`config.mk`:
```
export PLATFORM = sky130hd
export DESIGN_NAME = two_class_queue_arbiter_top
export DESIGN_NICKNAME = d
export VERILOG_FILES = /design/src/design/tca_pkg.sv /design/src/design/tca_ram.sv /design/src/design/two_class_queue_arbiter_top.sv
export SDC_FILE = /design/constraint.sdc
export NUM_CORES = 1
export LEC_CHECK = 0
export BUFFER_PORTS_ARGS = -buffer_cell sky130_fd_sc_hd__buf_2
export CAP_MARGIN = 10
export CORE_MARGIN = 2
export CORE_UTILIZATION = 31
export CTS_CLUSTER_DIAMETER = 200
export DETAILED_ROUTE_END_ITERATION = 7
export PLACE_DENSITY = 0.49
export SLEW_MARGIN = 20
export SYNTH_ARGS = -nofsm -noshare
export SYNTH_HDL_FRONTEND = slang
export SYNTH_HIERARCHICAL = 1
export SYNTH_SLANG_ARGS = --single-unit
```
`constraint.sdc`:
```
create_clock -name clk_i -period 4 [get_ports clk_i]
set_input_delay 0.4 -clock clk_i [delete_from_list [all_inputs] [get_ports clk_i]]
set_output_delay 0.4 -clock clk_i [all_outputs]
set_load 0.02 [all_outputs]
```
`src/design/tca_pkg.sv`:
```
`timescale 1ns / 1ps
package tca_pkg;

  localparam int QUEUE_DEPTH_DEF    = 16;
  localparam int SERVICE_BITS_DEF   = 8;
  localparam int REQUESTER_BITS_DEF = 16;

  localparam int ACTION_W = 2;
  localparam int STATUS_W = 3;
  localparam int LIMIT_W  = 8;

  localparam logic [LIMIT_W-1:0] LIMIT_RESET = 8'd10;

  localparam logic [ACTION_W-1:0] ACT_ENQ_HIGH = 2'd0;
  localparam logic [ACTION_W-1:0] ACT_ENQ_LOW  = 2'd1;
  localparam logic [ACTION_W-1:0] ACT_SERVE    = 2'd2;

  localparam logic [STATUS_W-1:0] STATUS_ENQUEUED = 3'd0;
  localparam logic [STATUS_W-1:0] STATUS_FULL     = 3'd1;
  localparam logic [STATUS_W-1:0] STATUS_HIGH     = 3'd2;
  localparam logic [STATUS_W-1:0] STATUS_LOW      = 3'd3;
  localparam logic [STATUS_W-1:0] STATUS_NONE     = 3'd4;

  typedef enum logic {
    FSM_IDLE,
    FSM_READ
  } fsm_state_e;

endpackage

```
`src/design/tca_ram.sv`:
```
`timescale 1ns / 1ps
module tca_ram #(
  parameter int WIDTH = 24,
  parameter int DEPTH = 16
) (
  input  logic                     clk_i,
  input  logic                     we_i,
  input  logic [$clog2(DEPTH)-1:0] waddr_i,
  input  logic [WIDTH-1:0]         wdata_i,
  input  logic                     re_i,
  input  logic [$clog2(DEPTH)-1:0] raddr_i,
  output logic [WIDTH-1:0]         rdata_o
);

  logic [WIDTH-1:0] mem_q [DEPTH];
  logic [WIDTH-1:0] rdata_q;

  always_ff @(posedge clk_i) begin
    if (we_i) begin
      mem_q[waddr_i] <= wdata_i;
    end
    if (re_i) begin
      rdata_q <= mem_q[raddr_i];
    end
  end

  assign rdata_o = rdata_q;

endmodule

```
`src/design/two_class_queue_arbiter_top.sv`:
```
`timescale 1ns / 1ps
// Two-class request arbiter: tags are queued in a high and a low FIFO, each held in its own
// single-port-read RAM, and a serve word grants from the high queue until the configured
// burst limit of consecutive high grants has gone out, then one low grant clears the run
// (with an empty low queue the high queue keeps being served). An enqueue or a serve that
// finds nothing is answered from the idle state; a serve that grants reads the selected
// queue's RAM, which returns the tag in the cycle after the read. One item is in flight
// at a time: the next word is taken only once the output register is empty or emptied at
// that edge, so a stalled result holds off the input. Queue RAMs need no reset clearing.
module two_class_queue_arbiter_top #(
  parameter int QUEUE_DEPTH    = tca_pkg::QUEUE_DEPTH_DEF,
  parameter int SERVICE_BITS   = tca_pkg::SERVICE_BITS_DEF,
  parameter int REQUESTER_BITS = tca_pkg::REQUESTER_BITS_DEF
) (
  input  logic                         clk_i,
  input  logic                         rst_ni,
  input  logic                         cfg_we_i,
  input  logic [tca_pkg::LIMIT_W-1:0]  cfg_wdata_i,
  input  logic                         in_valid_i,
  output logic                         in_ready_o,
  input  logic [tca_pkg::ACTION_W-1:0] action_i,
  input  logic [SERVICE_BITS-1:0]      service_id_i,
  input  logic [REQUESTER_BITS-1:0]    requester_id_i,
  output logic                         out_valid_o,
  input  logic                         out_ready_i,
  output logic [tca_pkg::STATUS_W-1:0] status_o,
  output logic [SERVICE_BITS-1:0]      granted_service_o,
  output logic [REQUESTER_BITS-1:0]    granted_requester_o
);

  import tca_pkg::*;

  localparam int PTR_W  = $clog2(QUEUE_DEPTH);
  localparam int FILL_W = $clog2(QUEUE_DEPTH + 1);
  localparam int TAG_W  = SERVICE_BITS + REQUESTER_BITS;
  localparam logic [PTR_W-1:0]  PTR_LAST = PTR_W'(QUEUE_DEPTH - 1);
  localparam logic [FILL_W-1:0] FILL_MAX = FILL_W'(QUEUE_DEPTH);

  fsm_state_e state_q, state_d;

  logic [PTR_W-1:0]   hi_rd_q, hi_rd_d, hi_wr_q, hi_wr_d;
  logic [PTR_W-1:0]   lo_rd_q, lo_rd_d, lo_wr_q, lo_wr_d;
  logic [FILL_W-1:0]  hi_fill_q, hi_fill_d, lo_fill_q, lo_fill_d;
  logic [LIMIT_W-1:0] burst_q, burst_d;
  logic [LIMIT_W-1:0] limit_q, limit_d;
  logic               sel_high_q, sel_high_d;

  logic                      out_valid_q, out_valid_d;
  logic [STATUS_W-1:0]       status_q, status_d;
  logic [SERVICE_BITS-1:0]   svc_q, svc_d;
  logic [REQUESTER_BITS-1:0] req_q, req_d;

  logic             hi_we, lo_we, hi_re, lo_re;
  logic [TAG_W-1:0] wtag, hi_rdata, lo_rdata, rtag;
  logic             slot_free, in_fire, at_limit;

  assign slot_free  = !out_valid_q || out_ready_i;
  assign in_ready_o = (state_q == FSM_IDLE) && slot_free;
  assign in_fire    = in_valid_i && in_ready_o;
  assign at_limit   = burst_q >= limit_q;
  assign wtag       = {service_id_i, requester_id_i};
  assign rtag       = sel_high_q ? hi_rdata : lo_rdata;

  function automatic logic [PTR_W-1:0] next_ptr(input logic [PTR_W-1:0] p);
    return (p == PTR_LAST) ? '0 : p + PTR_W'(1);
  endfunction

  always_comb begin
    state_d     = state_q;
    hi_rd_d     = hi_rd_q;
    hi_wr_d     = hi_wr_q;
    lo_rd_d     = lo_rd_q;
    lo_wr_d     = lo_wr_q;
    hi_fill_d   = hi_fill_q;
    lo_fill_d   = lo_fill_q;
    burst_d     = burst_q;
    limit_d     = cfg_we_i ? cfg_wdata_i : limit_q;
    sel_high_d  = sel_high_q;
    out_valid_d = out_valid_q && !out_ready_i;
    status_d    = status_q;
    svc_d       = svc_q;
    req_d       = req_q;
    hi_we       = 1'b0;
    lo_we       = 1'b0;
    hi_re       = 1'b0;
    lo_re       = 1'b0;

    case (state_q)
      FSM_IDLE: begin
        if (in_fire) begin
          // default word: nothing granted, answer right away
          out_valid_d = 1'b1;
          status_d    = STATUS_NONE;
          svc_d       = '0;
          req_d       = '0;
          case (action_i)
            ACT_ENQ_HIGH: begin
              if (hi_fill_q == FILL_MAX) begin
                status_d = STATUS_FULL;
              end else begin
                hi_we     = 1'b1;
                hi_wr_d   = next_ptr(hi_wr_q);
                hi_fill_d = hi_fill_q + FILL_W'(1);
                status_d  = STATUS_ENQUEUED;
              end
            end
            ACT_ENQ_LOW: begin
              if (lo_fill_q == FILL_MAX) begin
                status_d = STATUS_FULL;
              end else begin
                lo_we     = 1'b1;
                lo_wr_d   = next_ptr(lo_wr_q);
                lo_fill_d = lo_fill_q + FILL_W'(1);
                status_d  = STATUS_ENQUEUED;
              end
            end
            ACT_SERVE: begin
              if (hi_fill_q != '0 && !at_limit) begin
                hi_re       = 1'b1;
                hi_rd_d     = next_ptr(hi_rd_q);
                hi_fill_d   = hi_fill_q - FILL_W'(1);
                burst_d     = burst_q + LIMIT_W'(1);
                sel_high_d  = 1'b1;
                out_valid_d = 1'b0;
                state_d     = FSM_READ;
              end else if (lo_fill_q != '0) begin
                lo_re       = 1'b1;
                lo_rd_d     = next_ptr(lo_rd_q);
                lo_fill_d   = lo_fill_q - FILL_W'(1);
                burst_d     = '0;
                sel_high_d  = 1'b0;
                out_valid_d = 1'b0;
                state_d     = FSM_READ;
              end else if (hi_fill_q != '0) begin
                // run stays at the limit while the low queue is empty
                hi_re       = 1'b1;
                hi_rd_d     = next_ptr(hi_rd_q);
                hi_fill_d   = hi_fill_q - FILL_W'(1);
                sel_high_d  = 1'b1;
                out_valid_d = 1'b0;
                state_d     = FSM_READ;
              end
            end
            default: begin
            end
          endcase
        end
      end
      FSM_READ: begin
        // hold the read tag until the output slot frees up
        if (slot_free) begin
          out_valid_d = 1'b1;
          status_d    = sel_high_q ? STATUS_HIGH : STATUS_LOW;
          svc_d       = rtag[TAG_W-1:REQUESTER_BITS];
          req_d       = rtag[REQUESTER_BITS-1:0];
          state_d     = FSM_IDLE;
        end
      end
      default: begin
        state_d = FSM_IDLE;
      end
    endcase
  end

  always_ff @(posedge clk_i or negedge rst_ni) begin
    if (!rst_ni) begin
      state_q <= FSM_IDLE;
    end else begin
      state_q <= state_d;
    end
  end

  always_ff @(posedge clk_i or negedge rst_ni) begin
    if (!rst_ni) begin
      hi_rd_q     <= '0;
      hi_wr_q     <= '0;
      lo_rd_q     <= '0;
      lo_wr_q     <= '0;
      hi_fill_q   <= '0;
      lo_fill_q   <= '0;
      burst_q     <= '0;
      limit_q     <= LIMIT_RESET;
      sel_high_q  <= 1'b0;
      out_valid_q <= 1'b0;
    end else begin
      hi_rd_q     <= hi_rd_d;
      hi_wr_q     <= hi_wr_d;
      lo_rd_q     <= lo_rd_d;
      lo_wr_q     <= lo_wr_d;
      hi_fill_q   <= hi_fill_d;
      lo_fill_q   <= lo_fill_d;
      burst_q     <= burst_d;
      limit_q     <= limit_d;
      sel_high_q  <= sel_high_d;
      out_valid_q <= out_valid_d;
    end
  end

  always_ff @(posedge clk_i) begin
    status_q <= status_d;
    svc_q    <= svc_d;
    req_q    <= req_d;
  end

  tca_ram #(
    .WIDTH (TAG_W),
    .DEPTH (QUEUE_DEPTH)
  ) u_high_ram (
    .clk_i   (clk_i),
    .we_i    (hi_we),
    .waddr_i (hi_wr_q),
    .wdata_i (wtag),
    .re_i    (hi_re),
    .raddr_i (hi_rd_q),
    .rdata_o (hi_rdata)
  );

  tca_ram #(
    .WIDTH (TAG_W),
    .DEPTH (QUEUE_DEPTH)
  ) u_low_ram (
    .clk_i   (clk_i),
    .we_i    (lo_we),
    .waddr_i (lo_wr_q),
    .wdata_i (wtag),
    .re_i    (lo_re),
    .raddr_i (lo_rd_q),
    .rdata_o (lo_rdata)
  );

  assign out_valid_o         = out_valid_q;
  assign status_o            = status_q;
  assign granted_service_o   = svc_q;
  assign granted_requester_o = req_q;

  a_hi_fill_bound: assert property (@(posedge clk_i) disable iff (!rst_ni)
    hi_fill_q <= FILL_MAX)
    else $error("high queue fill count overflow");

  a_lo_fill_bound: assert property (@(posedge clk_i) disable iff (!rst_ni)
    lo_fill_q <= FILL_MAX)
    else $error("low queue fill count overflow");

  a_no_accept_in_read: assert property (@(posedge clk_i) disable iff (!rst_ni)
    state_q == FSM_READ |-> !in_ready_o)
    else $error("input taken while a grant read is pending");

  a_grant_lands: assert property (@(posedge clk_i) disable iff (!rst_ni)
    (state_q == FSM_READ && slot_free) |=>
      (out_valid_q && (status_q == STATUS_HIGH || status_q == STATUS_LOW)))
    else $error("grant read did not reach the output register");

  a_serve_goes_read: assert property (@(posedge clk_i) disable iff (!rst_ni)
    (in_fire && action_i == ACT_SERVE && (hi_fill_q != '0 || lo_fill_q != '0)) |=>
      state_q == FSM_READ)
    else $error("serve with a queued tag did not issue a read");

endmodule

```
# Yosys cells after proc, flatten, opt, wreduce, memory -nomap -nowiden
# Memory sizes are Yosys's and may differ from the RTL's. A register that Yosys moved wholly into a read port is not among the register bits.
# Index checks and enable logic that the tools add are counted.
[word_totals] reg_bits=72 ram_bits=768 wordCells=143 mem_bits_ro=0 latch_bits=0 out_inout_bits=29 n_memories=2 input_bits=39
[op_classes] muxes=71 n_div=0 n_lt_le_gt_ge=1 n_eq_ne=17 n_shift=0 addsub=9 bitwise=4 reduce_logical=25 multipliers=0
[mem_list] name="u_high_ram.mem_q" words=16 word_bits=24 rd=1 rd_clocked_by_memory_dff=1 write_ports=1 line_no="tca_ram.sv:15" source="logic [WIDTH-1:0] mem_q [DEPTH];"
[mem_list] name="u_low_ram.mem_q" words=16 word_bits=24 rd=1 rd_clocked_by_memory_dff=1 write_ports=1 line_no="tca_ram.sv:15"
[op_table] cell="$mux W1" count=40
[op_table] cell="$mux W5" count=7
[op_table] cell="$mux W16" count=2
[op_table] cell="$mux W8" count=4
[op_table] cell="$pmux W16 S2" count=1
[op_table] cell="$mux W4" count=7
[op_table] cell="$mux W24" count=1
[op_table] cell="$pmux W5 S2" count=2
[op_table] cell="$add A4 B1 Y4 const B" count=4
[op_table] cell="$eq A4 B4 Y1 const B" count=4
[op_table] cell="$pmux W8 S2" count=1
[op_table] cell="$reduce_and A4 Y1" count=4
[op_table] cell="$ne A2 B2 Y1 const B" count=6
[op_table] cell="$pmux W3 S2" count=2
[op_table] cell="$reduce_and A6 Y1" count=2
[op_table] cell="$add A5 B1 Y5 const B" count=2
[op_table] cell="$eq A5 B5 Y1 const B" count=2
[op_table] cell="$reduce_and A5 Y1" count=2
[op_table] cell="$reduce_bool A5 Y1" count=2
[op_table] cell="$sub A5 B1 Y5 const B" count=2
[op_table] cell="$add A8 B1 Y8 const B" count=1
[op_table] cell="$ge A8 B8 Y1" count=1
[op_table] cell="$reduce_bool A2 Y1" count=4
[op_table] cell="$mux W3" count=2
[op_table] cell="other kinds (12)" count=22

# Depth between registers and ports, before layout
[depth] ltp_word=8 depth_mapped=10 mapped_depth_nobuf=9

# Cells and area by module
# Netlist, hierarchy kept.
[by_module_without_submodules] module="tca_ram" cells_each=636 seq_area_each_um2=12251.8 instances=2 area_per_inst_um2=15170.8
[by_module_without_submodules] module="two_class_queue_arbiter_top" cells_each=346 seq_area_each_um2=1939.4 instances=1 area_per_inst_um2=3846.2

# Least setup slack after synthesis
# Ideal clock, no wire load.
[synth_timing] kind="register to register" start="register out_valid_q, in the netlist out_valid_o" end="memory u_high_ram.mem_q[0][0], enable pin" setup_ns=0.435 arrival_ns=3.496 stages_incl_launch_ff=6 setup_slack_ns=0.069 required_ns=3.565 period_less_slack_ns=3.931 cell_sequence="dfrtp_1 -> nand2b_1 -> nand3_1 -> nor4b_2 -> or3b_2 -> nor3_1"
[synth_between] elab_chain_len=8
[synth_rtl] element="start, declared" line_no="two_class_queue_arbiter_top.sv:48" source="logic out_valid_q, out_valid_d;"
[synth_rtl] element="start signal, assigned" line_no="two_class_queue_arbiter_top.sv:195" source="out_valid_q <= out_valid_d;"
[synth_rtl] element="$logic_not A1 Y1" line_no="two_class_queue_arbiter_top.sv:57" source="assign slot_free = !out_valid_q || out_ready_i;"
[synth_rtl] element="$logic_or A1 B1 Y1" line_no="two_class_queue_arbiter_top.sv:57"
[synth_rtl] element="$logic_and A1 B1 Y1" line_no="two_class_queue_arbiter_top.sv:58" source="assign in_ready_o = (state_q == FSM_IDLE) && slot_free;"
[synth_rtl] element="$logic_and A1 B1 Y1" line_no="two_class_queue_arbiter_top.sv:59" source="assign in_fire = in_valid_i && in_ready_o;"
[synth_rtl] element="$mux W1" line_no="two_class_queue_arbiter_top.sv:90" source="if (in_fire) begin"
[synth_rtl] element="$mux W1" line_no="two_class_queue_arbiter_top.sv:88" source="case (state_q)"
[synth_rtl] element="net hi_we" line_no="two_class_queue_arbiter_top.sv:53" source="logic hi_we, lo_we, hi_re, lo_re;"
[synth_rtl] element="$mux W1" line_no="tca_ram.sv:19" source="if (we_i) begin"
[synth_rtl] element="$mux W1 (implied by the code)" line_no="tca_ram.sv:20" source="mem_q[waddr_i] <= wdata_i;"
[synth_rtl] element="end, declared" line_no="tca_ram.sv:15"
# The timed path passes the listed nets, and every way through them passes these cells.

# Final worst setup path
[layout_timing] start="register out_valid_q, in the netlist out_valid_o" end="memory u_high_ram.mem_q[3][9], enable pin"
# The elaborated chain is that of the path after synthesis.

==> metrics.md <==
| Metric | Value |
|---|---|
| Status | complete, no violations |
| Sequential element share of the synthesized area | 77.3% |
| Layout cells sized above 1 | 29.0% |
| Final Max Tran Viols | 0 |
| Largest net degree at the start of global routing | 53 |
| Critical Path RT | 4.29 ns |
| Number of port buffers | 67 |
| Clock slew seen by the registers of the worst setup and hold paths | 0.06 ns |
| CP startpoint kind | flop |
| DRC | 0 |
| Clock latency on the worst-skew pair | 0.65 ns |
| Initial Util | 31.3% |
| Dpl cell area | 36800 um^2 |
| RSZ-0062 raised after global routing | no |
| First-pass GRT wire length | 115 mm |
| Worst slew pin tran | 0.986 ns |
| Full die area | 113000 um^2 |
| Min setup slack post-route | 1.22 ns |
| CTS sink count | 888 |
| Worst Hold Class | input pin to flop |
| Internal power | 18.1 mW |
| Clk network pwr share | 36.6% |
| Number of global-route vias before repair | 17100 |
| Logic pwr share | 17.8% |
| Final hold vios | 0 |
| Post-DP HPWL | 47.1 mm |
| Number of vias in the routed layout | 16300 |
| Worst Setup End Kind | flop |
| Final setup viols | 0 |
| Sw Ratio | 25.7% |
| Arrival time of the worst setup path | 3.07 ns |
| Slew HR | 34.1% |
| Syn_nets | 1678 |
| Most frequent cells in the layout | edfxtp_1, mux4_2, clkbuf_16 |
| Initial antenna violation count | 2 |
| Netlist cell types | 63 |
| Core area | 109000 um^2 |
| Synth top area cells | edfxtp_1, mux4_2, dfrtp_1 |
| Sw Pwr | 6.26 mW |
| Total power draw | 24.4 mW |
| Fin crit period | 2.78 ns |
| Htree depth | 3 |
| Leakage | 12.9 nW |
| YS warnings | 6 |
| Post-synthesis register bit count | 888 |
| Max VDD drop | 0.000383 V |
| Total setup buffers inserted after CTS | 0 |
| Fillers | 9933 |
| Synth Flop Type | edfxtp_1 |
| Max_cap viols | 0 |
| Final WL | 77.5 mm |
| CP max FO | 24 |
| EDFF count, synth | 843 |
| Setup TNS | 0 ns |
| Final net count | 1845 |
| Antenna-violating nets left | 0 |
| GR Overflow Total | 0 |
| GP Congestion | 0.755 |
| DR WL/cell | 23.2 um |
| Drt first-iter violations | 1220 |
| Top cell type's share of synthesized area | 74.0% |
| Hold Slack | 0.0633 ns |
| Power per Cell Area | 609 nW/um^2 |
| Final period util | 69.5% |
| Finished Cell Area | 40100 um^2 |
| Ports | 68 |
| Dpl ws | 1.12 ns |
| Syn_area_per_cell | 21.1 um^2 |
| Critical setup path kind | flop to flop |
| Mapped cell area | 34200 um^2 |
| Post-cts sizing count | 0 |
| Flop pwr share | 45.6% |
| Ys async rst share | 5.07% |
| Fmax | 360 MHz |
| Most common cell after layout, fill and taps aside | edfxtp_1 |
| Drt pass-1 iters | 5 |
| Syn-to-layout area delta | 17.2% |
| Vias per cell | 4.89 |
| Chip height | 336 um |
| Clock buffer count from CTS | 95 |
| Mapped Cells | 1618 |
| Worst Skew | 0.0315 ns |
| CTS max path bufs | 3 |
| TritonCTS clock tree | yes |
| Clock root cell | clkbuf_16 |
| Cell row count | 121 |
| Cell taking the most area after synthesis | edfxtp_1 |
| Total global-route track usage | 13.9% |
| Die width | 336 um |
repair_timing:
item,CTS,global route
setup endpoints to repair,0,0
hold endpoints to repair,29,0
hold buffers,9,0
registers in the layout (all words and copies together) (netlist names), 5 cells and up:
name	count
lo_fill_q	5
burst_q	8
granted_requester_o	16
limit_q	8
u_low_ram/rdata_o	24
u_low_ram/mem_q	384
granted_service_o	8
hi_fill_q	5
u_high_ram/rdata_o	24
u_high_ram/mem_q	384
power groups by stage:
| stage | clock network, mW | logic [mW] | registers (mW) |
|---|---|---|---|
| floorplan | 0 | 3.31 | 11.0 |
| global placement | 0 | 4.42 | 11.3 |
| detailed placement | 0 | 4.45 | 11.3 |
| CTS | 9.19 | 4.46 | 11.1 |
| global route | 9.54 | 4.72 | 11.2 |
| finish | 8.94 | 4.34 | 11.1 |
cells in the mapped netlist (all sizes together) (11+ instances only):
| cell | count |
|---|---|
| a21oi | 18 |
| a22oi | 96 |
| buf | 38 |
| clkbuf | 39 |
| dfrtp | 43 |
| edfxtp | 843 |
| ha | 19 |
| inv | 18 |
| mux2 | 13 |
| mux2i | 26 |
| mux4 | 192 |
| nand2 | 72 |
| nand3 | 11 |
| nor2 | 64 |
| o21ai | 25 |
| xnor2 | 11 |
path summary, 6_finish.rpt:
| kind | start | slack (ns) | endpoint | cells past startpoint |
|---|---|---|---|---|
| worst max-delay path | out_valid_o | 1.22 | u_high_ram/mem_q[3][9] | 7 |
| worst min-delay path | in_valid_i | 0.06 | out_valid_o | 3 |
| worst max register to register | out_valid_o | 1.22 | u_high_ram/mem_q[3][9] | 7 |
| worst min register to register | limit_q[1] | 0.52 | limit_q[1] | 2 |
| max in group asynchronous | rst_ni | 2.95 | limit_q[1] | 3 |
| min in group asynchronous | rst_ni | 0.27 | burst_q[7] | 2 |
per-stage QoR:
step / utilization [%] / std cells
after floorplan: - / 1618
after global placement: 33.7 / 3155
after detailed placement: 33.7 / 3155
after CTS: 36.7 / 3336
after global routing: 36.7 / 3337
final: 36.7 / 3338
metal layers:
layer | routed length [um] | GRT usage (%) | vias to the layer above
met5 | 0 | 0 | -
met4 | 1550 | 3.85 | 0
met3 | 4030 | 2.53 | 105
met2 | 36600 | 22.1 | 409
met1 | 35300 | 19.5 | 8753
li1 | - | - | 7051
kinds of logic (layout without fill, tap and decap cells):
logic type	after synthesis	count (layout)	share of synthesized area, %
flip-flops	888	888	77.3
other	0	2	0
buffers and inverters	95	337	1.36
AO/OA/AOI/OAI	164	164	3.39
XOR/XNOR	12	12	0.307
multiplexers	231	231	13.9
adder cells (fa/ha/maj)	21	21	0.812
AND/OR/NAND/NOR	207	207	2.90
final cells by class:
type | instances | area [um^2] | share of cell area [%]
repair buffers | 147 | 1110 | 2.77
flip-flops and latches | 888 | 26500 | 66.0
clock inverters | 55 | 628 | 1.57
clock buffers | 117 | 2550 | 6.37
well taps | 1476 | 1850 | 4.61
inverters | 18 | 67.6 | 0.169
multi-input cells | 635 | 7410 | 18.5
diodes | 2 | 5.00 | 0.0125
worst max-delay path: stages, from the launching register on:
cell      delay (ns)
dfrtp_1         0.40
nand2b_1        0.14
nand3_1         0.22
nor4b_2         0.40
buf_4           0.24
or3b_2          0.54
nor2_2          0.11
buf_4           0.36
Power figures use the tool's default switching activity.
